`src/hdl/bridge_frame_receiver_assert.svh`:
```
// ----------------------------------------------------------------------------
// Bridge frame receiver assertion macros
// Concurrent assertion wrappers for the receiver. Defining NO_ASSERTIONS
// turns every use into empty text.
// ----------------------------------------------------------------------------
`ifndef BRIDGE_FRAME_RECEIVER_ASSERT_SVH
`define BRIDGE_FRAME_RECEIVER_ASSERT_SVH

`ifndef NO_ASSERTIONS

`define BFR_ASSERT_IMP(label, clk, rst, ante, cons) \
   label: assert property (@(posedge clk) disable iff (rst) (ante) |-> (cons)) \
      else $error("bridge frame receiver: implication check failed");

`define BFR_ASSERT_NEVER(label, clk, rst, cond) \
   label: assert property (@(posedge clk) disable iff (rst) !(cond)) \
      else $error("bridge frame receiver: forbidden condition seen");

`else

`define BFR_ASSERT_IMP(label, clk, rst, ante, cons)

`define BFR_ASSERT_NEVER(label, clk, rst, cond)

`endif

`endif

```
`src/hdl/bfr_pkg.sv`:
```
// ----------------------------------------------------------------------------
// Bridge frame receiver package
// Item types, register indexes, result codes and defaults shared by the
// receiver modules.
// ----------------------------------------------------------------------------
package bfr_pkg;

   localparam int LEN_W = 6;
   localparam int CSR_INDEX_W = 3;
   localparam int CSR_DATA_W = 16;

   localparam int CHANNEL_FRAME_BYTES_DEF = 22;
   localparam int COMMAND_PAYLOAD_BYTES_DEF = 24;
   localparam int QUEUE_DEPTH_DEF = 2;

   localparam logic [CSR_INDEX_W-1:0] CSR_SYNC_FIRST = 3'd0;
   localparam logic [CSR_INDEX_W-1:0] CSR_SYNC_SECOND = 3'd1;
   localparam logic [CSR_INDEX_W-1:0] CSR_CHANNEL_TYPE = 3'd2;
   localparam logic [CSR_INDEX_W-1:0] CSR_COMMAND_BASE = 3'd3;
   localparam logic [CSR_INDEX_W-1:0] CSR_COMMAND_MASK = 3'd4;
   localparam logic [CSR_INDEX_W-1:0] CSR_SERIAL_LIMIT = 3'd5;
   localparam logic [CSR_INDEX_W-1:0] CSR_GAP_TIMEOUT = 3'd6;

   localparam logic [7:0] SYNC_FIRST_RST = 8'd79;
   localparam logic [7:0] SYNC_SECOND_RST = 8'd87;
   localparam logic [7:0] CHANNEL_TYPE_RST = 8'd255;
   localparam logic [7:0] COMMAND_BASE_RST = 8'd160;
   localparam logic [7:0] COMMAND_MASK_RST = 8'd224;
   localparam logic [LEN_W-1:0] SERIAL_LIMIT_RST = 6'd24;
   localparam logic [15:0] GAP_TIMEOUT_RST = 16'd250;

   localparam logic OP_BYTE = 1'b0;
   localparam logic OP_RELEASE = 1'b1;

   localparam logic [1:0] PKIND_SERIAL = 2'd0;
   localparam logic [1:0] PKIND_CHANNEL = 2'd1;
   localparam logic [1:0] PKIND_COMMAND = 2'd2;

   localparam logic [1:0] FKIND_EMPTY = 2'd0;
   localparam logic [1:0] FKIND_SERIAL = 2'd1;
   localparam logic [1:0] FKIND_CHANNEL = 2'd2;
   localparam logic [1:0] FKIND_COMMAND = 2'd3;

   localparam logic [1:0] ERR_NONE = 2'd0;
   localparam logic [1:0] ERR_GAP = 2'd1;
   localparam logic [1:0] ERR_BAD_SYNC = 2'd2;
   localparam logic [1:0] ERR_TOO_LONG = 2'd3;

   typedef struct packed {
      logic        op;
      logic [7:0]  rx_byte;
      logic [15:0] time_us;
   } bfr_req_type;

   typedef struct packed {
      logic             payload_valid;
      logic [1:0]       payload_kind;
      logic [LEN_W-1:0] payload_index;
      logic [7:0]       payload_byte;
      logic             frame_done;
      logic [1:0]       frame_kind;
      logic [1:0]       error_code;
   } bfr_rsp_type;

   typedef struct packed {
      logic       release_op;
      logic       gap_over;
      logic       is_sync_first;
      logic       is_sync_second;
      logic       is_channel;
      logic       is_command;
      logic       too_long;
      logic       is_zero;
      logic [7:0] rx_byte;
      logic [7:0] command_id;
   } bfr_class_type;

   typedef struct packed {
      logic full;
      logic empty;
   } bfr_qstat_type;

endpackage

```
`src/hdl/bfr_front.sv`:
```
// ----------------------------------------------------------------------------
// Bridge frame receiver front end
// Holds the configuration registers and the last byte timestamp, and
// classifies each accepted item against the configuration.
// ----------------------------------------------------------------------------
module bfr_front import bfr_pkg::*; (
   input  logic                   clock,
   input  logic                   reset,
   input  logic                   push,
   input  bfr_req_type            req_data,
   input  logic                   csr_we,
   input  logic [CSR_INDEX_W-1:0] csr_index,
   input  logic [CSR_DATA_W-1:0]  csr_wdata,
   output bfr_class_type          item_class
);

   logic [7:0]       sync_first_ff;
   logic [7:0]       sync_second_ff;
   logic [7:0]       channel_type_ff;
   logic [7:0]       command_base_ff;
   logic [7:0]       command_mask_ff;
   logic [LEN_W-1:0] serial_limit_ff;
   logic [15:0]      gap_timeout_ff;
   logic [15:0]      last_time_ff;
   logic [15:0]      last_time_in;
   logic [15:0]      gap;

   always_ff @(posedge clock) begin
      if (reset) begin
         sync_first_ff <= SYNC_FIRST_RST;
         sync_second_ff <= SYNC_SECOND_RST;
         channel_type_ff <= CHANNEL_TYPE_RST;
         command_base_ff <= COMMAND_BASE_RST;
         command_mask_ff <= COMMAND_MASK_RST;
         serial_limit_ff <= SERIAL_LIMIT_RST;
         gap_timeout_ff <= GAP_TIMEOUT_RST;
      end else if (csr_we) begin
         case (csr_index)
            CSR_SYNC_FIRST: begin
               sync_first_ff <= csr_wdata[7:0];
            end
            CSR_SYNC_SECOND: begin
               sync_second_ff <= csr_wdata[7:0];
            end
            CSR_CHANNEL_TYPE: begin
               channel_type_ff <= csr_wdata[7:0];
            end
            CSR_COMMAND_BASE: begin
               command_base_ff <= csr_wdata[7:0];
            end
            CSR_COMMAND_MASK: begin
               command_mask_ff <= csr_wdata[7:0];
            end
            CSR_SERIAL_LIMIT: begin
               serial_limit_ff <= csr_wdata[LEN_W-1:0];
            end
            CSR_GAP_TIMEOUT: begin
               gap_timeout_ff <= csr_wdata;
            end
            default: begin
            end
         endcase
      end
   end

   // Every received byte refreshes the timestamp, whatever the receiver state.
   always_comb begin
      last_time_in = last_time_ff;
      if (push && req_data.op == OP_BYTE) begin
         last_time_in = req_data.time_us;
      end
   end

   always_ff @(posedge clock) begin
      if (reset) begin
         last_time_ff <= '0;
      end else begin
         last_time_ff <= last_time_in;
      end
   end

   always_comb begin
      gap = req_data.time_us - last_time_ff;
      item_class.release_op = (req_data.op == OP_RELEASE);
      item_class.gap_over = (gap > gap_timeout_ff);
      item_class.is_sync_first = (req_data.rx_byte == sync_first_ff);
      item_class.is_sync_second = (req_data.rx_byte == sync_second_ff);
      item_class.is_channel = (req_data.rx_byte == channel_type_ff);
      item_class.is_command = (req_data.rx_byte >= command_base_ff);
      item_class.too_long = (req_data.rx_byte > {2'b00, serial_limit_ff});
      item_class.is_zero = (req_data.rx_byte == 8'd0);
      item_class.rx_byte = req_data.rx_byte;
      item_class.command_id = req_data.rx_byte & ~command_mask_ff;
   end

endmodule

```
`src/hdl/bfr_queue.sv`:
```
// ----------------------------------------------------------------------------
// Bridge frame receiver item queue
// Short first-in first-out queue of classified items between the front end
// and the frame state machine.
// ----------------------------------------------------------------------------
module bfr_queue import bfr_pkg::*; (
   input  logic          clock,
   input  logic          reset,
   input  logic          push,
   input  bfr_class_type push_data,
   input  logic          pop,
   output bfr_class_type head_data,
   output bfr_qstat_type qstat
);

   localparam int PTR_W = (QUEUE_DEPTH_DEF > 1) ? $clog2(QUEUE_DEPTH_DEF) : 1;
   localparam int CNT_W = $clog2(QUEUE_DEPTH_DEF + 1);

   bfr_class_type    entry_ff [QUEUE_DEPTH_DEF];
   logic [PTR_W-1:0] wr_ptr_ff;
   logic [PTR_W-1:0] wr_ptr_in;
   logic [PTR_W-1:0] rd_ptr_ff;
   logic [PTR_W-1:0] rd_ptr_in;
   logic [CNT_W-1:0] count_ff;
   logic [CNT_W-1:0] count_in;

   always_comb begin
      wr_ptr_in = wr_ptr_ff;
      rd_ptr_in = rd_ptr_ff;
      count_in = count_ff;
      if (push) begin
         wr_ptr_in = (wr_ptr_ff == PTR_W'(QUEUE_DEPTH_DEF - 1)) ? '0 : wr_ptr_ff + 1'b1;
      end
      if (pop) begin
         rd_ptr_in = (rd_ptr_ff == PTR_W'(QUEUE_DEPTH_DEF - 1)) ? '0 : rd_ptr_ff + 1'b1;
      end
      if (push && !pop) begin
         count_in = count_ff + 1'b1;
      end else if (pop && !push) begin
         count_in = count_ff - 1'b1;
      end
   end

   always_ff @(posedge clock) begin
      if (reset) begin
         wr_ptr_ff <= '0;
         rd_ptr_ff <= '0;
         count_ff <= '0;
      end else begin
         wr_ptr_ff <= wr_ptr_in;
         rd_ptr_ff <= rd_ptr_in;
         count_ff <= count_in;
      end
   end

   always_ff @(posedge clock) begin
      if (push) begin
         entry_ff[wr_ptr_ff] <= push_data;
      end
   end

   assign head_data = entry_ff[rd_ptr_ff];
   assign qstat.full = (count_ff == CNT_W'(QUEUE_DEPTH_DEF));
   assign qstat.empty = (count_ff == '0);

endmodule

```
`src/hdl/bfr_back.sv`:
```
// ----------------------------------------------------------------------------
// Bridge frame receiver frame engine
// Frame state machine that consumes classified items one per cycle while the
// output register is free or drained, and writes one result per item into it.
// ----------------------------------------------------------------------------
module bfr_back import bfr_pkg::*; #(
   parameter int CHANNEL_FRAME_BYTES = CHANNEL_FRAME_BYTES_DEF,
   parameter int COMMAND_PAYLOAD_BYTES = COMMAND_PAYLOAD_BYTES_DEF
) (
   input  logic          clock,
   input  logic          reset,
   input  bfr_class_type head_data,
   input  logic          head_valid,
   output logic          pop,
   output logic          rsp_valid,
   input  logic          rsp_ready,
   output bfr_rsp_type   rsp_data
);

   localparam logic [LEN_W-1:0] ChannelLen = LEN_W'(CHANNEL_FRAME_BYTES);
   localparam logic [LEN_W-1:0] CommandLen = LEN_W'(COMMAND_PAYLOAD_BYTES);

   typedef enum logic [6:0] {
      PH_IDLE    = 7'b0000001,
      PH_SYNC2   = 7'b0000010,
      PH_TYPE    = 7'b0000100,
      PH_SERIAL  = 7'b0001000,
      PH_CHANNEL = 7'b0010000,
      PH_COMMAND = 7'b0100000,
      PH_WAIT    = 7'b1000000
   } bfr_phase_type;

   bfr_phase_type    phase_ff;
   bfr_phase_type    phase_in;
   bfr_phase_type    phase_eff;
   logic [LEN_W-1:0] count_ff;
   logic [LEN_W-1:0] count_in;
   logic [LEN_W-1:0] count_inc;
   logic [LEN_W-1:0] length_ff;
   logic [LEN_W-1:0] length_in;
   logic             rsp_valid_ff;
   bfr_rsp_type      rsp_data_ff;
   bfr_rsp_type      result;

   assign pop = head_valid && (!rsp_valid_ff || rsp_ready);
   assign count_inc = count_ff + 1'b1;

   always_comb begin
      phase_in = phase_ff;
      phase_eff = phase_ff;
      count_in = count_ff;
      length_in = length_ff;
      result = '0;
      if (head_data.release_op) begin
         if (phase_ff == PH_WAIT) begin
            phase_in = PH_IDLE;
         end
      end else begin
         if (phase_ff != PH_IDLE && head_data.gap_over) begin
            phase_eff = PH_IDLE;
            result.error_code = ERR_GAP;
         end
         phase_in = phase_eff;
         case (phase_eff)
            PH_IDLE: begin
               phase_in = head_data.is_sync_first ? PH_SYNC2 : PH_IDLE;
            end
            PH_SYNC2: begin
               if (head_data.is_sync_second) begin
                  phase_in = PH_TYPE;
               end else begin
                  phase_in = PH_IDLE;
                  result.error_code = ERR_BAD_SYNC;
               end
            end
            PH_TYPE: begin
               count_in = '0;
               if (head_data.is_channel) begin
                  length_in = ChannelLen;
                  phase_in = PH_CHANNEL;
               end else if (head_data.is_command) begin
                  result.payload_valid = 1'b1;
                  result.payload_kind = PKIND_COMMAND;
                  result.payload_byte = head_data.command_id;
                  count_in = LEN_W'(1);
                  length_in = CommandLen;
                  phase_in = PH_COMMAND;
               end else if (head_data.too_long) begin
                  phase_in = PH_IDLE;
                  result.error_code = ERR_TOO_LONG;
               end else if (!head_data.is_zero) begin
                  length_in = head_data.rx_byte[LEN_W-1:0];
                  phase_in = PH_SERIAL;
               end else begin
                  result.frame_done = 1'b1;
                  result.frame_kind = FKIND_EMPTY;
                  phase_in = PH_WAIT;
               end
            end
            PH_SERIAL: begin
               result.payload_valid = 1'b1;
               result.payload_kind = PKIND_SERIAL;
               result.payload_index = count_ff;
               result.payload_byte = head_data.rx_byte;
               count_in = count_inc;
               if (count_inc >= length_ff) begin
                  result.frame_done = 1'b1;
                  result.frame_kind = FKIND_SERIAL;
                  phase_in = PH_WAIT;
               end
            end
            PH_CHANNEL: begin
               result.payload_valid = 1'b1;
               result.payload_kind = PKIND_CHANNEL;
               result.payload_index = count_ff;
               result.payload_byte = head_data.rx_byte;
               count_in = count_inc;
               if (count_inc >= length_ff) begin
                  result.frame_done = 1'b1;
                  result.frame_kind = FKIND_CHANNEL;
                  phase_in = PH_WAIT;
               end
            end
            PH_COMMAND: begin
               result.payload_valid = 1'b1;
               result.payload_kind = PKIND_COMMAND;
               result.payload_index = count_ff;
               result.payload_byte = head_data.rx_byte;
               count_in = count_inc;
               // The command id took index 0, so the payload ends one byte later.
               if (count_inc > length_ff) begin
                  result.frame_done = 1'b1;
                  result.frame_kind = FKIND_COMMAND;
                  phase_in = PH_WAIT;
               end
            end
            PH_WAIT: begin
            end
            default: begin
               phase_in = PH_IDLE;
            end
         endcase
      end
   end

   always_ff @(posedge clock) begin
      if (reset) begin
         phase_ff <= PH_IDLE;
         count_ff <= '0;
         length_ff <= '0;
         rsp_valid_ff <= 1'b0;
      end else if (pop) begin
         phase_ff <= phase_in;
         count_ff <= count_in;
         length_ff <= length_in;
         rsp_valid_ff <= 1'b1;
      end else if (rsp_ready) begin
         rsp_valid_ff <= 1'b0;
      end
   end

   always_ff @(posedge clock) begin
      if (pop) begin
         rsp_data_ff <= result;
      end
   end

   assign rsp_valid = rsp_valid_ff;
   assign rsp_data = rsp_data_ff;

endmodule

```
`src/hdl/bridge_frame_receiver.sv`:
```
// ----------------------------------------------------------------------------
// Bridge frame receiver
// Finds sync bytes, decodes the type/length byte and streams frame payload
// bytes with their kind and index, one result per item.
// ----------------------------------------------------------------------------
// Usage:
// Items enter on the req_ channel: a received byte with its microsecond
// timestamp, or a release that ends the wait after a frame. Each item gives
// exactly one result on the rsp_ channel, in order.
// Configuration is written through csr_we, csr_index and csr_wdata while no
// item is in flight; writes take effect at the next clock edge.
// An accepted item is first written into the queue; its result is then loaded
// from the queue head into the output register once that register is free.
// Throughput is one item per cycle while the output register is free or being
// drained, with the frame state register updated for each item taken.
// A two-entry queue sits between the classifier and the frame state machine.
// When rsp_ready is low the output register holds its result, the queue fills
// and req_ready drops once it is full; nothing is lost.
// Reset restores the register defaults, empties the queue, clears the output
// register valid flag and puts the receiver back to hunting the first sync byte.
// ----------------------------------------------------------------------------
`include "bridge_frame_receiver_assert.svh"

module bridge_frame_receiver import bfr_pkg::*; #(
   parameter int CHANNEL_FRAME_BYTES = CHANNEL_FRAME_BYTES_DEF,
   parameter int COMMAND_PAYLOAD_BYTES = COMMAND_PAYLOAD_BYTES_DEF
) (
   input  logic                   clock,
   input  logic                   reset,
   input  logic                   req_valid,
   output logic                   req_ready,
   input  bfr_req_type            req_data,
   output logic                   rsp_valid,
   input  logic                   rsp_ready,
   output bfr_rsp_type            rsp_data,
   input  logic                   csr_we,
   input  logic [CSR_INDEX_W-1:0] csr_index,
   input  logic [CSR_DATA_W-1:0]  csr_wdata
);

   logic          push;
   logic          pop;
   bfr_class_type item_class;
   bfr_class_type head_data;
   bfr_qstat_type qstat;
   logic          rsp_done;
   logic          rsp_no_payload;
   logic          payload_clear;

   assign req_ready = !qstat.full;
   assign push = req_valid && req_ready;

   bfr_front u_front (
      .clock      (clock),
      .reset      (reset),
      .push       (push),
      .req_data   (req_data),
      .csr_we     (csr_we),
      .csr_index  (csr_index),
      .csr_wdata  (csr_wdata),
      .item_class (item_class)
   );

   bfr_queue u_queue (
      .clock     (clock),
      .reset     (reset),
      .push      (push),
      .push_data (item_class),
      .pop       (pop),
      .head_data (head_data),
      .qstat     (qstat)
   );

   bfr_back #(
      .CHANNEL_FRAME_BYTES   (CHANNEL_FRAME_BYTES),
      .COMMAND_PAYLOAD_BYTES (COMMAND_PAYLOAD_BYTES)
   ) u_back (
      .clock      (clock),
      .reset      (reset),
      .head_data  (head_data),
      .head_valid (!qstat.empty),
      .pop        (pop),
      .rsp_valid  (rsp_valid),
      .rsp_ready  (rsp_ready),
      .rsp_data   (rsp_data)
   );

   assign rsp_done = rsp_valid && rsp_data.frame_done;
   assign rsp_no_payload = rsp_valid && !rsp_data.payload_valid;
   assign payload_clear = (rsp_data.payload_index == '0) && (rsp_data.payload_byte == '0)
                          && (rsp_data.payload_kind == '0);

   `BFR_ASSERT_NEVER(a_queue_status, clock, reset, qstat.full && qstat.empty)
   `BFR_ASSERT_IMP(a_done_no_error, clock, reset, rsp_done, rsp_data.error_code == ERR_NONE)
   `BFR_ASSERT_IMP(a_idle_payload, clock, reset, rsp_no_payload, payload_clear)

endmodule

```
`config.mk`:
```
export PLATFORM = sky130hd
export DESIGN_NAME = bridge_frame_receiver
export DESIGN_NICKNAME = d
export VERILOG_FILES = /design/src/hdl/bfr_pkg.sv /design/src/hdl/bfr_front.sv /design/src/hdl/bfr_queue.sv /design/src/hdl/bfr_back.sv /design/src/hdl/bridge_frame_receiver.sv
export VERILOG_INCLUDE_DIRS = /design/src /design/src/hdl
export SDC_FILE = /design/constraint.sdc
export NUM_CORES = 1
export LEC_CHECK = 0
export BUFFER_PORTS_ARGS = -buffer_cell sky130_fd_sc_hd__buf_2
export CAP_MARGIN = 40
export CORE_MARGIN = 4
export CORE_UTILIZATION = 65
export CTS_CLUSTER_SIZE = 20
export DETAILED_ROUTE_END_ITERATION = 10
export PLACE_DENSITY_LB_ADDON = 0.08
export SLEW_MARGIN = 10
export SYNTH_ARGS = -nofsm -noshare
export SYNTH_HDL_FRONTEND = slang
export SYNTH_SLANG_ARGS = --single-unit
```
`constraint.sdc`:
```
create_clock -name clock -period 6.9 [get_ports clock]
set_clock_uncertainty 0.1 [all_clocks]
set_input_delay 0.345 -clock clock [delete_from_list [all_inputs] [get_ports clock]]
set_output_delay 0.345 -clock clock [all_outputs]
set_load 0.01 [all_outputs]
```
==> results.tsv <==
metric	value	unit
status	complete, no violations	
vias in the first global route	6593	
Reg2Reg Launch Point	u_front.last_time_ff[0]	
detailed router's first-iteration violation count	584	
slack of the worst reg-to-reg path	3.21	ns
Die Ht	124.9	um
worst-margin pin slew	0.8744	ns
Worst Path Max Fanout	5	
Area after DPL	9425	sq um
Slew headroom	0.4139	
Die Wd	124.9	um
share of layout cells above drive strength 1	0.1416	
via count	6879	
Post-synth EDFFs	70	
crit path launch type	flip-flop	
Routed wire per std cell	15.67	um
Resize count post-CTS	0	
max-slew violation count	0	
CTS clk-pin slew, worst paths	0.06	ns
register area share after synthesis	0.4687	
minimum clock period	3.694	ns
Req. time, crit path	6.97	ns
Ys Warns	0	
r2r endpoint	u_queue.entry_ff[0][22]	
# Post-CTS Setup Buffers	0	
Tcrit/Tclk final	0.5353	
crit path kind	flip-flop to flip-flop	
leak pwr	3.904	nW
Post-layout nets	1107	
# rows	42	
synth unique cells	65	
core area	13300	sq um
final WL	18690	um
worst reg2reg path depth	14	
H-Tree Depth	4	
initial core utilization	0.6683	
worst vdd ir	0.1848	mV
Synth Net Count	1040	
CTS tree	yes	
worst hold path cell count	1	
DRC	0	
Total Routing Usage GR	0.2435	
ys async rst share	0	
antenna-violating nets left	0	
CTS Buf Count	17	
Finished Cell Area	9986	sq um
max-cap violations	0	
power per cell area	286.5	nW/um^2
syn_area_per_cell	9.482	sq um
HP Class	input port to flip-flop	
post-synth design cell area	8885	sq um
synthesized flop and latch total	173	
setup TNS	0	ns
Top FF cell, synth	dfxtp_1	
detailed placement HPWL	13260	um
commonest non-fill, non-tap cells in the layout	137 x nand2_1, 103 x dfxtp_1, 72 x nor2_1, 72 x a21oi_1, 72 x buf_2	
Die ar.	15600	sq um
Syn Inst Count	937	
fin util	0.7511	
min-delay src	req_data[24]	
Clock Latency Late Sink	0.42	ns
final setup vio count	0	
Avg Vias per Cell	5.766	
most common cell after layout, fill and taps aside	nand2_1	
GPL Wtd Cong	0.8604	
RSZ-0062 raised after global routing	no	
largest net degree at the start of global routing	72	
1st-pass router iterations	6	
IO Port Bufs	72	
hold_buf cts	0	
Area growth syn-to-layout	12.39	%
Root Buffer	clkbuf_16	
crit path capture type	flip-flop	
Hold Fails Final Rpt	0	
Hold Crit Endpoint	u_queue.entry_ff[1][23]	
antenna violations before repair	0	
clock sinks	173	
crit path launch	u_front.last_time_ff[0]	
# IOs	73	
CP arrival	3.76	ns
first-pass GRT wire length	31270	um
deepest clock path buffer count	2	
fmax	270.7	MHz
antenna diode count	0	
total congestion overflow	0	
-- through the flow --
step           total power, mW  worst slack (ns)  std cells  hold WS [ns]
5_1_grt                  3.003             2.932       1193       0.03120
3_3_place_gp             1.925             3.094       1157        0.3419
6_report                 2.861             3.206       1193       0.04107
3_5_place_dp             1.969             3.033       1161        0.3465
4_1_cts                  2.876             3.205       1193       0.02628
2_1_floorplan            1.743             3.333        937        0.3363
-- Yosys cell counts, types with 5 or more instances --
master    count  area [sq um]
a21o_1       10         75.07
a21oi_1      72         360.4
a22oi_1       8         60.06
and3_1       12         75.07
buf_2         5         25.02
clkbuf_1     24         90.09
dfxtp_1     103          2062
edfxtp_1     70          2102
ha_1         53         663.1
inv_1        66         247.7
mux2_2       18         202.7
mux2i_1      29         290.3
nand2_1     137         514.2
nand2b_1     14         87.58
nand3_1      29         145.1
nand4_1      12         75.07
nor2_1       73         274.0
nor2b_1      15         93.84
nor3_1       12         60.06
nor4_1        8         50.05
o211ai_1     12         90.09
o21a_1       11         82.58
o21ai_0      20         100.1
or3_1         6         37.54
or4_1         5         37.54
xnor2_1      36         315.3
xor2_1        8         70.07
-- flip-flops by register name, summed over array words and instances, names as in the netlist, 2 cells and up, named ones only --
| signal | flops |
|---|---|
| u_queue.entry_ff | 48 |
| u_front.sync_second_ff | 8 |
| u_front.last_time_ff | 16 |
| u_front.gap_timeout_ff | 16 |
| u_front.sync_first_ff | 8 |
| u_back.count_ff | 6 |
| u_front.command_base_ff | 8 |
| u_front.serial_limit_ff | 6 |
| u_back.length_ff | 6 |
| u_queue.count_ff | 2 |
| u_front.channel_type_ff | 8 |
| u_back.phase_ff | 7 |
| u_back.rsp_data | 22 |
| u_front.command_mask_ff | 8 |
-- area by class of cell --
type	instances	area (sq um)
fillers	975	3309
multi-input cells	664	4327
repair buffers	81	462.9
well taps	176	220.2
inverters	67	251.5
clock buffers	21	440.4
clock inverters	11	120.1
flip-flops and latches	173	4164
-- worst max-delay path by stage --
| stage | endpoint | slack, ns |
|---|---|---|
| final | u_queue.entry_ff[0][22] | 3.21 |
| after global routing | u_queue.entry_ff[1][22] | 2.93 |
| after CTS | u_queue.entry_ff[0][22] | 3.20 |
| after detailed placement | u_queue.entry_ff[0][22] | 3.03 |
| after global placement | u_queue.entry_ff[0][22] | 3.09 |
| after floorplan | u_queue.entry_ff[0][22] | 3.33 |
-- where the power goes --
group,internal (mW),total [mW],switching [mW]
logic,0.280,0.689,0.409
clock network,0.532,0.914,0.382
registers,1.21,1.26,0.0439
total,2.03,2.86,0.835
-- critical path, cell delays in order (launching register included) --
cell	delay, ns
dfxtp_1	0.31
ha_1	0.20
fa_1	0.40
nor2b_1	0.12
o21ai_0	0.10
a21o_1	0.22
a21o_1	0.22
and3_1	0.17
a311o_1	0.27
ha_1	0.19
or4_1	0.53
a211oi_1	0.24
nor2_1	0.09
a311oi_1	0.21
nor2_1	0.09
-- kinds of logic (layout without fill, tap and decap cells) --
| logic type | after synthesis | count (layout) | synth area share |
|---|---|---|---|
| AOI/OAI and AO/OA | 175 | 175 | 0.1270 |
| adders and majority gates | 54 | 54 | 0.07689 |
| DFF | 173 | 173 | 0.4687 |
| and+or+nand+nor | 343 | 343 | 0.1827 |
| xor gates and xnor gates | 44 | 44 | 0.04337 |
| buffers and inverters | 100 | 180 | 0.04464 |
| muxes | 48 | 48 | 0.05675 |
-- layer usage --
metal | vias to the layer above | wire (um) | GRT usage
met2 | 193 | 8960 | 0.4020
li1 | 3420 | - | -
met4 | 0 | 315 | 0.07589
met1 | 3241 | 8452 | 0.3296
met3 | 25 | 963 | 0.04288
met5 | - | 0 | 0
Power figures use the tool's default switching activity.
